--- src/design/qfp_pkg.sv ---
`timescale 1ns / 1ps
`default_nettype none
package qfp_pkg;

	localparam int unsigned DEN_W = 31;
	localparam int unsigned QUOT_W = 33;
	localparam int unsigned MAG_W = 63;
	localparam int unsigned ACC_W = 72;
	localparam int unsigned TOL_SHIFT = 16;

	localparam logic [1:0] REG_COEF_SQUARE = 2'd0;
	localparam logic [1:0] REG_COEF_LINEAR = 2'd1;
	localparam logic [1:0] REG_COEF_CONSTANT = 2'd2;
	localparam logic [1:0] REG_REL_TOLERANCE = 2'd3;

	localparam logic [1:0] ST_EXACT = 2'd0;
	localparam logic [1:0] ST_CONVERGED = 2'd1;
	localparam logic [1:0] ST_BAD_BRACKET = 2'd2;
	localparam logic [1:0] ST_ITER_LIMIT = 2'd3;

	localparam logic signed [63:0] F_LIMIT = 64'sh2000_0000_0000_0000;

	typedef enum logic [1:0] {
		EV_LOW,
		EV_HIGH,
		EV_MID
	} ev_sel_t;

endpackage
`default_nettype wire

--- src/design/qfp_div.sv ---
`timescale 1ns / 1ps
`default_nettype none
module qfp_div (
	input  wire logic                        clk,
	input  wire logic                        arst_n,
	input  wire logic                        start,
	input  wire logic [qfp_pkg::DEN_W-1:0]   num,
	input  wire logic [qfp_pkg::DEN_W-1:0]   den,
	output logic                             done,
	output logic [qfp_pkg::QUOT_W-1:0]       quot
);
	import qfp_pkg::*;

	logic [DEN_W-1:0]  rem_q;
	logic [DEN_W-1:0]  den_q;
	logic [QUOT_W-1:0] quot_q;
	logic [5:0]        cnt_q;
	logic              busy_q;
	logic              first_q;
	logic              done_q;
	logic [DEN_W:0]    cand;
	logic              take;

	always_comb begin
		cand = first_q ? {1'b0, rem_q} : {rem_q, 1'b0};
		take = cand >= {1'b0, den_q};
	end

	always_ff @(posedge clk or negedge arst_n) begin
		if (!arst_n) begin
			busy_q  <= 1'b0;
			first_q <= 1'b0;
			done_q  <= 1'b0;
			cnt_q   <= '0;
		end else begin
			done_q <= 1'b0;
			if (start) begin
				busy_q  <= 1'b1;
				first_q <= 1'b1;
				cnt_q   <= 6'(QUOT_W);
				rem_q   <= num;
				den_q   <= den;
				quot_q  <= '0;
			end else if (busy_q) begin
				first_q <= 1'b0;
				rem_q   <= take ? DEN_W'(cand - {1'b0, den_q}) : DEN_W'(cand);
				quot_q  <= {quot_q[QUOT_W-2:0], take};
				cnt_q   <= cnt_q - 6'd1;
				if (cnt_q == 6'd1) begin
					busy_q <= 1'b0;
					done_q <= 1'b1;
				end
			end
		end
	end

	assign done = done_q;
	assign quot = quot_q;

endmodule
`default_nettype wire

--- config.mk ---
export PLATFORM = sky130hd
export DESIGN_NAME = qfp_div
export DESIGN_NICKNAME = d
export VERILOG_FILES = /design/src/design/qfp_pkg.sv /design/src/design/qfp_div.sv
export SDC_FILE = /design/constraint.sdc
export NUM_CORES = 1
export LEC_CHECK = 0
export BUFFER_PORTS_ARGS = -buffer_cell sky130_fd_sc_hd__buf_2
export CAP_MARGIN = 20
export CORE_ASPECT_RATIO = 0.6
export CORE_UTILIZATION = 40
export CTS_BUF_LIST = sky130_fd_sc_hd__clkbuf_8 sky130_fd_sc_hd__clkbuf_16
export DETAILED_ROUTE_END_ITERATION = 7
export PLACE_DENSITY = 0.61
export SLEW_MARGIN = 10
export SYNTH_ARGS = -nofsm -noshare
export SYNTH_HDL_FRONTEND = slang
export SYNTH_SLANG_ARGS = --single-unit
--- constraint.sdc ---
create_clock -name clk -period 5 [get_ports clk]
set_input_delay 1 -clock clk [delete_from_list [all_inputs] [get_ports clk]]
set_output_delay 1 -clock clk [all_outputs]
set_load 0.05 [all_outputs]
==> results of run 1 <==
cell families (layout without fill, tap and decap cells):
logic type / Yosys count / in the layout / synth area share [%]
AOI/OAI and AO/OA: 145 / 145 / 14.58
xor gates and xnor gates: 27 / 27 / 3.552
adders and majority gates: 34 / 34 / 6.503
buffers and inverters: 80 / 176 / 4.961
DFF: 104 / 104 / 46.23
muxes: 72 / 72 / 11.48
and+or+nand+nor: 181 / 181 / 12.69
cell usage in the layout, fill, tap and decap left out, types with 3 or more instances in the layout:
cell type  instances
buf_2             98
edfxtp_1          95
nor2_1            65
inv_1             48
a21oi_1           45
nand2_1           44
mux2i_1           37
mux2_2            35
ha_1              33
xnor2_1           18
o21ai_0           17
nand3_1           13
buf_4             13
o21ai_1           12
a21o_1            12
nor3_1            12
a31oi_1            9
xor2_1             9
clkbuf_16          9
nor2b_1            8
dfrtp_1            8
or3_1              7
nor4_1             6
and3_1             5
nand2b_1           5
o21bai_1           5
a211oi_1           5
nand4_1            4
o21a_1             4
a221o_1            4
and2_1             3
o31ai_1            3
a32oi_1            3
a21boi_0           3
routing by layer:
layer | up-vias | routed length, um
li1 | 2534 | -
met1 | 2435 | 8697
met2 | 172 | 6463
met3 | 11 | 996
met4 | 0 | 114
met5 | - | 0
through the flow:
| step | cell area (um^2) | std cells |
|---|---|---|
| 4_1_cts | 7691 | 967 |
| 3_5_place_dp | 7387 | 951 |
| 5_1_grt | 7691 | 967 |
| 2_1_floorplan | 6658 | 643 |
| 3_3_place_gp | 7387 | 951 |
| 6_report | 7691 | 967 |
power groups by stage:
stage / Combinational [uW] / Clock (uW) / Sequential [uW]
5_1_grt: 1710 / 775 / 1260
4_1_cts: 1520 / 737 / 1240
2_1_floorplan: 1120 / 0 / 1290
3_5_place_dp: 1510 / 0 / 1260
3_3_place_gp: 1490 / 0 / 1250
6_report: 1540 / 718 / 1240
tightest hold or removal path: stages (launching register included):
cell	delay, ps
dfrtp_1	370
xor2_1	70
nand2b_1	60
state kept, by name (all words and copies together), names as in the netlist:
signal	cells
first_q	1
rem_q	31
quot	33
done	1
den_q	31
busy_q	1
cnt_q	6
final cells by class:
| type | count | share of cell area, % |
|---|---|---|
| inverters | 49 | 2.391 |
| repair buffers | 111 | 7.646 |
| well taps | 228 | 3.709 |
| clock buffers | 9 | 2.928 |
| flip-flops and latches | 104 | 40.04 |
| multi-input cells | 459 | 42.26 |
| clock inverters | 7 | 1.025 |
worst paths after layout:
kind / start / end
setup / recovery: first_q / rem_q[19]
hold / removal: cnt_q[5] / cnt_q[5]
setup reg to reg: first_q / rem_q[19]
hold reg to reg: cnt_q[5] / cnt_q[5]
max in group asynchronous: arst_n / busy_q
min in group asynchronous: arst_n / done
==> run summary, run 1 <==
CLOCK TREE
--------------------------------------------------------------------------------------
Sinks on the clock net                                                             104
CTS root buf                                                                 clkbuf_16
Total clock buffers created by CTS                                                   9
Count of cells resized by post-cts repair                                            0
CTS hold repair buffers                                                              0
Worst skew pair latency                                                         350 ps
H-tree levels                                                                        3
TritonCTS clock tree                                                             built
Number of buffers inserted to repair setup after CTS                                 0
Clk buf depth                                                                        2
Clock-pin slew on the worst setup and hold paths                                 80 ps

PLACED DESIGN
--------------------------------------------------------------------------------------
Placement Setup Slack                                                          1098 ps
Post-detailed-placement half-perimeter wirelength                             12.05 mm
Number of buffers added on ports                                                    98
RD Place Congestion                                                             0.9022

ROUTING
--------------------------------------------------------------------------------------
Routed len/inst                                                               16.83 um
Number of iterations in the first detailed-routing pass                              4
Number of DRC violations after detailed routing                                      0
Via-per-instance ratio                                                           5.328
Starting DRC count in detailed routing                                             484
Detail Route Antenna Nets                                                            0
WL final                                                                      16.27 mm
Via total after detailed routing                                                  5152

STA
--------------------------------------------------------------------------------------
Final Max Tran Viols                                                                 0
Setup TNS                                                                         0 ps
Part of the cycle the worst path needs                                          79.30%
Final Hold Vio Count                                                                 0
Final clock skew                                                              8.677 ps
Endpoints failing setup                                                              0
Final min period                                                               3965 ps
Post-route setup slack                                                         1035 ps
F_max                                                                       0.2522 GHz
Transition time at the pin with the least slew margin                          1070 ps
Unrepaired setup endpoints after global routing                                  false
Max-slew headroom at the worst pin                                              28.64%
Worst hold slack                                                              532.0 ps

POWER
--------------------------------------------------------------------------------------
Static leakage                                                             0.003389 uW
Worst IR drop on VDD                                                         0.1865 mV
Areal power density over the cells                                        454.7 nW/um^2
Fraction of power spent switching nets                                          39.57%
Combinational power share                                                        44.0%
Sequential share of power                                                        35.4%
Power, Total                                                                   3497 uW
Clock share of power                                                             20.5%
Sw Pwr                                                                         1384 uW
Cell-internal power                                                            2113 uW

CRITICAL PATH
--------------------------------------------------------------------------------------
Maximum fanout along the worst path                                                 16
Arrival time of the worst setup path                                           4070 ps
CP top delay family                                                       compound AO/OA/AOI/OAI gates
Library cell contributing the largest single delay on the critical path       a2111o_1
Slack of the worst reg-to-reg path                                             1030 ps
Critical path class                                                            reg2reg
Critical Path End Type                                                       flip-flop
CP Depth                                                                            12
Critical path cell sequence                                               buf_4, mux2_2, ha_1, nand2_1, o21ai_0, a21oi_1, nor4_1, a2111o_1, or2_1, buf_4, a21oi_1, mux2_2
Required time reported for the critical path endpoint                          5100 ps
CP Buf/Inv Count                                                                     2
Peak per-stage delay on the critical path                                       480 ps
Kind of start point of the critical path                                     flip-flop
Number of cells traversed by the worst register-to-register path                    12

FLOORPLAN
--------------------------------------------------------------------------------------
Top-Level Pins                                                                      99
Height of the die                                                             101.9 um
Width of the chip                                                             168.6 um
Area of the die                                                             17180 um^2
Row count                                                                           36
Starting Density                                                                40.94%
Area of the core                                                            16260 um^2

LAYOUT
--------------------------------------------------------------------------------------
Final core area utilization                                                     47.30%
Post-synthesis to final-layout area growth                                      15.52%
Fraction of layout instances using a drive strength above 1                     23.82%
Antenna Cells                                                                        0
Area occupied by multi-input gates                                           3251 um^2
Number of filler instances in the final layout                                    1520
Final layout net count                                                             833
Sequential cell area in the final layout                                     3079 um^2

LOGIC SYNTHESIS
--------------------------------------------------------------------------------------
Nets in the synthesized netlist                                                    742
Count of warnings emitted by yosys                                                   0
Number of distinct library cells after synthesis                                    62
Top-area cell type share of the netlist area                                    42.85%
Mean area per synthesized cell                                              10.35 um^2
Register bit count reported by yosys                                               104
Cells after synthesis                                                              643
Share of flip-flops with an asynchronous set or reset after synthesis           8.654%
Top cells by instance count after synthesis                               95 x edfxtp_1, 65 x nor2_1, 48 x inv_1
Most numerous cell in the Yosys netlist                                       edfxtp_1
Cell Area, Synth                                                             6658 um^2
Proportion of synthesized chip area in sequential cells                         46.23%
Cell type with the highest aggregate area in the netlist                      edfxtp_1
Dominant synthesized flop cell                                                edfxtp_1
Number of enable-type register cells in the synthesized netlist                     95
Largest cells by area after synthesis                                     edfxtp_1 43%, ha_1 6.2%, mux2_2 5.9%

GLOBAL ROUTE
--------------------------------------------------------------------------------------
Initial antenna violation count                                                      0
Largest net degree at the start of global routing                                   46
Remaining global-route overflow                                                      0
Met3 layer usage reported by global route                                       4.028%
Total routing usage reported by global routing                                  19.84%
First-pass GRT wire length                                                    26.43 mm
Most used routing layer in global routing                                         met1
Met2 usage                                                                      27.51%
Number of global-route vias before repair                                         4865
Met1 track demand over resource                                                 31.26%

OUTCOME
--------------------------------------------------------------------------------------
Status                                                                    finished clean

HOLD PATH
--------------------------------------------------------------------------------------
Worst hold stages                                                                    2
Classification of the worst-slack hold path                                    reg2reg

FLOW RUN
--------------------------------------------------------------------------------------
Max-capacitance violation count                                                      0

No activity file was read; power rests on OpenSTA's default activity.
==> run 2: changes to the inputs <==
Clock period 5 ns to 3.7 ns, I/O delays scaled along.
==> run summary, run 2 (synthesized netlist as in run 1, its figures left out) <==
POWER
-------------------------------------------------------------------------------------
Cell-internal power                                                           3071 uW   +45%
Static leakage                                                            0.003582 uW   +5.7%
Clock share of power                                                            19.9%   -0.6 points
Power, Total                                                                  5082 uW   +45%
Combinational power share                                                       47.5%   +3.5 points
Sw Pwr                                                                        2011 uW   +45%
Worst IR drop on VDD                                                        0.2786 mV   +49%
Sequential share of power                                                       32.7%   -2.7 points
Areal power density over the cells                                       617.7 nW/um^2   +36%
Fraction of power spent switching nets                                         39.57%   about the same

FLOORPLAN
-------------------------------------------------------------------------------------
Area of the core                                                           16260 um^2   unchanged
Area of the die                                                            17180 um^2   unchanged
Width of the chip                                                            168.6 um   unchanged
Starting Density                                                               40.94%   unchanged
Height of the die                                                            101.9 um   unchanged
Top-Level Pins                                                                     99   unchanged
Row count                                                                          36   unchanged

CLOCK TREE
-------------------------------------------------------------------------------------
Total clock buffers created by CTS                                                  9   unchanged
CTS hold repair buffers                                                             0   unchanged
H-tree levels                                                                       3   unchanged
Sinks on the clock net                                                            104   unchanged
Clock-pin slew on the worst setup and hold paths                                90 ps   about the same
TritonCTS clock tree                                                            built
Worst skew pair latency                                                        370 ps   +20 ps
CTS root buf                                                                clkbuf_16
Clk buf depth                                                                       2   unchanged

LAYOUT
-------------------------------------------------------------------------------------
Final layout net count                                                            860   +3.2%
Number of filler instances in the final layout                                   1478   -2.8%
Commonest cells after routing, fill and taps aside                       98 x buf_2, 95 x edfxtp_1, 64 x nor2_1, 48 x inv_1, 44 x nand2_1
Antenna Cells                                                                       0   unchanged
Max FFs per register                                                               33   unchanged
Post-synthesis to final-layout area growth                                     23.59%
Fraction of layout instances using a drive strength above 1                    30.42%   +6.6 points
Non-filler cells in the finished layout                                           994   +2.8%
Post-route design area                                                      8228 um^2   +7.0%
Most frequent standard cell in the layout excluding fill and tap cells          buf_2

CRITICAL PATH
-------------------------------------------------------------------------------------
Arrival time of the worst setup path                                          3740 ps   -330 ps
Required time reported for the critical path endpoint                         3820 ps   -1280 ps
Kind of start point of the critical path                                    flip-flop
Critical path class                                                           reg2reg
Critical Path End Type                                                      flip-flop
Maximum fanout along the worst path                                                 8   -8

ROUTING
-------------------------------------------------------------------------------------
Sum of met3 wire segment lengths after detailed routing                        953 um   -4.3%
WL final                                                                     17.22 mm   +5.8%
Met1 wire length                                                             8.830 mm   +1.5%
Met2 wire len                                                                7.257 mm   +12%
Routed len/inst                                                              17.33 um   +3.0%
Uppermost signal routing layer after detailed routing                            met4
Number of DRC violations after detailed routing                                     0   unchanged
Number of iterations in the first detailed-routing pass                             5   +1
Detail Route Antenna Nets                                                           0   unchanged
Starting DRC count in detailed routing                                            455   -6.0%
Via total after detailed routing                                                 5292   +2.7%
Via-per-instance ratio                                                          5.324   about the same

GLOBAL ROUTE
-------------------------------------------------------------------------------------
First-pass GRT wire length                                                   26.26 mm   -0.65%
Number of global-route vias before repair                                        4966   +2.1%
Remaining global-route overflow                                                     0   unchanged
Initial antenna violation count                                                     0   unchanged
Largest net degree at the start of global routing                                  70   +52%
Total routing usage reported by global routing                                 19.74%   -0.095 points

STA
-------------------------------------------------------------------------------------
Final clock skew                                                             16.19 ps   +7.509 ps
Transition time at the pin with the least slew margin                        872.6 ps   -197.8 ps
F_max                                                                      0.2761 GHz   +9.5%
Final min period                                                              3622 ps   -343.6 ps
Endpoints failing setup                                                             0   unchanged
Final Hold Vio Count                                                                0   unchanged
Part of the cycle the worst path needs                                         97.88%   +19 points
Final Max Tran Viols                                                                0   unchanged
Post-route setup slack                                                       78.49 ps   -956.4 ps
Max-slew headroom at the worst pin                                             41.47%   +13 points

HOLD PATH
-------------------------------------------------------------------------------------
Classification of the worst-slack hold path                                  in2async

OUTCOME
-------------------------------------------------------------------------------------
Status                                                                   finished clean

PLACED DESIGN
-------------------------------------------------------------------------------------
Placement Setup Slack                                                       -69.21 ps   -1167 ps
Cell area after placement                                                   7516 um^2   +1.7%
RD Place Congestion                                                            0.8817   -2.3%
Number of placed instances with taps included                                     965   +1.5%
Post-detailed-placement half-perimeter wirelength                            12.12 mm   +0.54%
Number of buffers added on ports                                                   98   unchanged

FLOW RUN
-------------------------------------------------------------------------------------
Max-capacitance violation count                                                     0   unchanged

## run 2: cell count changes in the layout (fill, tap and decap cells not counted), sizes merged
| cell | delta |
|---|---|
| buf | +24 |
| clkbuf | +3 |
## run 2: worst max-delay path, stage by stage, from the launching register on
cell and delay (ps):
dfrtp_2 500, clkbuf_16 210, mux2_2 340, ha_1 330
nand4_1 180, or3_4 420, a211oi_4 360, o31ai_4 140
o31ai_4 330, a221oi_2 120, xnor2_1 140, a221o_1 320
## run 2: path summary, 6_finish.rpt
path / from / to / slack [ps] / cells after the start
max in group asynchronous: arst_n / cnt_q[4] / 2650 / 2
min in group clk: cnt_q[5] / cnt_q[5] / 520 / 2
min reg2reg: cnt_q[5] / cnt_q[5] / 520 / 2
max reg2reg: first_q / rem_q[25] / 80 / 11
max: first_q / rem_q[25] / 80 / 11
min: arst_n / done / 360 / 1
## run 2: metal layers
metal | global-route usage, % | vias up
li1 | - | 2578
met1 | 29.85 | 2534
met2 | 28.25 | 164
met3 | 3.950 | 16
met4 | 5.874 | 0
met5 | 0 | -
## run 2: cell type report
cell class                      instances  area [um^2]  area share, %
Clock inverter                          7        91.34          1.110
Tap cell                              228        285.3          3.467
Sequential cell                       104         3080          37.44
Multi-Input combinational cell        459         3477          42.26
Clock buffer                            9        225.2          2.737
Inverter                               49        183.9          2.235
Timing Repair Buffer                  138        884.6          10.75
## run 2: power groups by stage
stage / clock, uW / sequential (uW) / combinational, uW
floorplan: 0 / 1750 / 1520
detailed placement: 0 / 1680 / 2140
global route: 1060 / 1680 / 2630
finish: 1010 / 1660 / 2410
CTS: 1030 / 1660 / 2150
global placement: 0 / 1670 / 2120
## run 2: timing repair
item                       4_1_cts  5_1_grt
pin swaps                        1        6
setup buffers                    0       10
setup endpoints to repair        1       26
gates cloned                     0        3
resized for setup                2       45
## run 2: metrics by stage
stage	utilization, %	hold WS (ps)	TNS, ps
2_1_floorplan	-	444.4	0
3_3_place_gp	46.22	504.7	-32.88
3_5_place_dp	46.22	496.5	-69.21
4_1_cts	48.20	359.7	0
5_1_grt	50.60	374.8	-38.94
6_report	50.60	360.6	0
==> run 3: changes to the inputs <==
Settings changed: BUFFER_PORTS_ARGS -buffer_cell sky130_fd_sc_hd__buf_2 to not set, DONT_BUFFER_PORTS set to 1, PLACE_DENSITY 0.61 to 0.56.
==> run summary, run 3 (synthesized netlist as in run 1, its figures left out) <==
OUTCOME
--------------------------------------------------------------------------------------
Status                                                                    finished clean

STA
--------------------------------------------------------------------------------------
Final Max Tran Viols                                                                 0   unchanged
Post-route setup slack                                                        131.6 ps   +53.07 ps
Final min period                                                               3568 ps   -53.07 ps
Setup TNS                                                                         0 ps   unchanged
Max-slew headroom at the worst pin                                              38.19%   -3.3 points
Endpoints failing setup                                                              0   unchanged
Final Hold Vio Count                                                                 0   unchanged
Unrepaired setup endpoints after global routing                                   true
Transition time at the pin with the least slew margin                         927.2 ps   +54.53 ps
Final clock skew                                                              15.44 ps   -0.7449 ps
Part of the cycle the worst path needs                                          96.44%   -1.4 points
F_max                                                                       0.2802 GHz   +1.5%

LAYOUT
--------------------------------------------------------------------------------------
Max FFs per register                                                                33   unchanged
Post-synthesis to final-layout area growth                                      12.31%
Antenna Cells                                                                        0   unchanged
Most frequent standard cell in the layout excluding fill and tap cells        edfxtp_1
Fraction of layout instances using a drive strength above 1                     16.24%   -14 points
Final layout net count                                                             759   -12%
Commonest cells after routing, fill and taps aside                        95 x edfxtp_1, 65 x nor2_1, 51 x inv_1, 44 x nand2_1, 43 x a21oi_1
Post-route design area                                                       7477 um^2   -9.1%

PLACED DESIGN
--------------------------------------------------------------------------------------
Placement Setup Slack                                                         68.26 ps   +137.5 ps
RD Place Congestion                                                             0.9126   +3.5%
Number of buffers added on ports                                                     0   -100%
Cell area after placement                                                    7059 um^2   -6.1%
Post-detailed-placement half-perimeter wirelength                             12.13 mm   about the same

CRITICAL PATH
--------------------------------------------------------------------------------------
Arrival time of the worst setup path                                           3680 ps   -60 ps
Critical path's most frequent cell                                             o31ai_4
Number of cells traversed by the worst register-to-register path                    13   +2
Critical R2R Capture                                                         rem_q[29]
Critical path cell sequence                                               buf_12, mux2i_1, inv_1, ha_1, nor2b_1, o211ai_1, a211oi_4, o31ai_4, o31ai_4, buf_4, a311oi_1, xnor2_1, a21oi_1
Maximum fanout along the worst path                                                 18   +10
CP Buf/Inv Count                                                                     3   +2
Peak per-stage delay on the critical path                                       450 ps   -50 ps
Required time reported for the critical path endpoint                          3810 ps   about the same
Slack of the worst reg-to-reg path                                              130 ps   +50 ps
Critical path class                                                            reg2reg
Critical Path End Type                                                       flip-flop
Kind of start point of the critical path                                     flip-flop
Library cell contributing the largest single delay on the critical path       a311oi_1
Worst R2R Start                                                                first_q
Critical path startpoint                                                       first_q
CP top delay family                                                       compound AO/OA/AOI/OAI gates

CLOCK TREE
--------------------------------------------------------------------------------------
Worst skew pair latency                                                         370 ps   about the same
Sinks on the clock net                                                             104   unchanged
CTS root buf                                                                 clkbuf_16
Clock-pin slew on the worst setup and hold paths                                 70 ps   -20 ps
CTS hold repair buffers                                                              0   unchanged
H-tree levels                                                                        3   unchanged
TritonCTS clock tree                                                             built
Clk buf depth                                                                        2   unchanged
Total clock buffers created by CTS                                                   9   unchanged

FLOW RUN
--------------------------------------------------------------------------------------
Max-capacitance violation count                                                      0   unchanged

FLOORPLAN
--------------------------------------------------------------------------------------
Area of the die                                                             17180 um^2   unchanged
Height of the die                                                             101.9 um   unchanged
Top-Level Pins                                                                      99   unchanged
Area of the core                                                            16260 um^2   unchanged
Width of the chip                                                             168.6 um   unchanged
Row count                                                                           36   unchanged
Starting Density                                                                40.94%   unchanged

GLOBAL ROUTE
--------------------------------------------------------------------------------------
Total routing usage reported by global routing                                  19.59%   -0.16 points
Initial antenna violation count                                                      0   unchanged
Largest net degree at the start of global routing                                   71   +1.4%
Number of global-route vias before repair                                         4548   -8.4%
First-pass GRT wire length                                                    25.56 mm   -2.7%
Remaining global-route overflow                                                      0   unchanged

POWER
--------------------------------------------------------------------------------------
Static leakage                                                             0.003133 uW   -13%
Areal power density over the cells                                        650.0 nW/um^2   +5.2%
Power, Total                                                                   4860 uW   -4.4%
Worst IR drop on VDD                                                         0.2308 mV   -17%

ROUTING
--------------------------------------------------------------------------------------
Starting DRC count in detailed routing                                             392   -14%
Detail Route Antenna Nets                                                            0   unchanged
WL final                                                                      16.54 mm   -4.0%
Number of DRC violations after detailed routing                                      0   unchanged
Via-per-instance ratio                                                           5.460   +2.6%
Via total after detailed routing                                                  4876   -7.9%
Number of iterations in the first detailed-routing pass                              5   unchanged
Routed len/inst                                                               18.52 um   +6.9%

HOLD PATH
--------------------------------------------------------------------------------------
Classification of the worst-slack hold path                                   in2async

-- run 3: cell types whose count changed in the layout (fill, tap and decap cells not counted), sizes merged --
cell / before / now
buf: 135 / 37
clkinv: 5 / 2
-- run 3: worst max-delay path by stage --
stage,end,slack (ps),depth (start not counted)
6_report,rem_q[29],130,13
5_1_grt,rem_q[25],-30,11
4_1_cts,rem_q[28],40,12
3_5_place_dp,rem_q[28],70,12
3_3_place_gp,rem_q[29],160,13
2_1_floorplan,rem_q[20],20,16
-- run 3: worst register-to-register path, stage by stage (launching register included) --
cell and delay, ps:
dfrtp_1 400, buf_12 180, mux2i_1 330, inv_1 100, ha_1 290, nor2b_1 140
o211ai_1 360, a211oi_4 160, o31ai_4 360, o31ai_4 100, buf_4 150, a311oi_1 450
xnor2_1 200, a21oi_1 90
-- run 3: timing repair --
action	4_1_cts	5_1_grt
buffers inserted	0	4
resized for setup	0	18
setup endpoints to repair	0	20
-- run 3: final cells by class --
cell class                 instances  area, um^2
timing repair buffer              37       301.5
sequential                       104        3079
inverter                          49       183.9
multi-input combinational        459        3311
tap                              228       285.3
clock inverter                     4       16.27
clock buffer                      12       300.3
fill                            1537        8783
-- run 3: through the flow --
stage	utilization [%]	cells	hold slack, ps
after detailed placement	43.41	873	446.4
after global placement	43.41	873	446.2
after floorplan	-	643	444.4
after CTS	45.36	889	48.02
final	45.98	893	68.96
after global routing	45.98	893	43.07
-- run 3: routing by layer --
metal	routed length [um]	part of all wire, %	global-route usage (%)	vias to the layer above
met2	6349	38	25.31	145
met5	0	0	0	-
met1	8939	54	30.55	2325
met3	1066	6.4	5.809	12
li1	-	-	-	2394
met4	184	1.1	5.524	0
-- run 3: where the power goes --
group          switching (uW)  leakage [uW]  internal (uW)  total (uW)
logic                    1140       0.00193            934        2070
registers                 274       0.00104           1520        1790
clock network             422      0.000168            571         992
total                    1840       0.00313           3020        4860
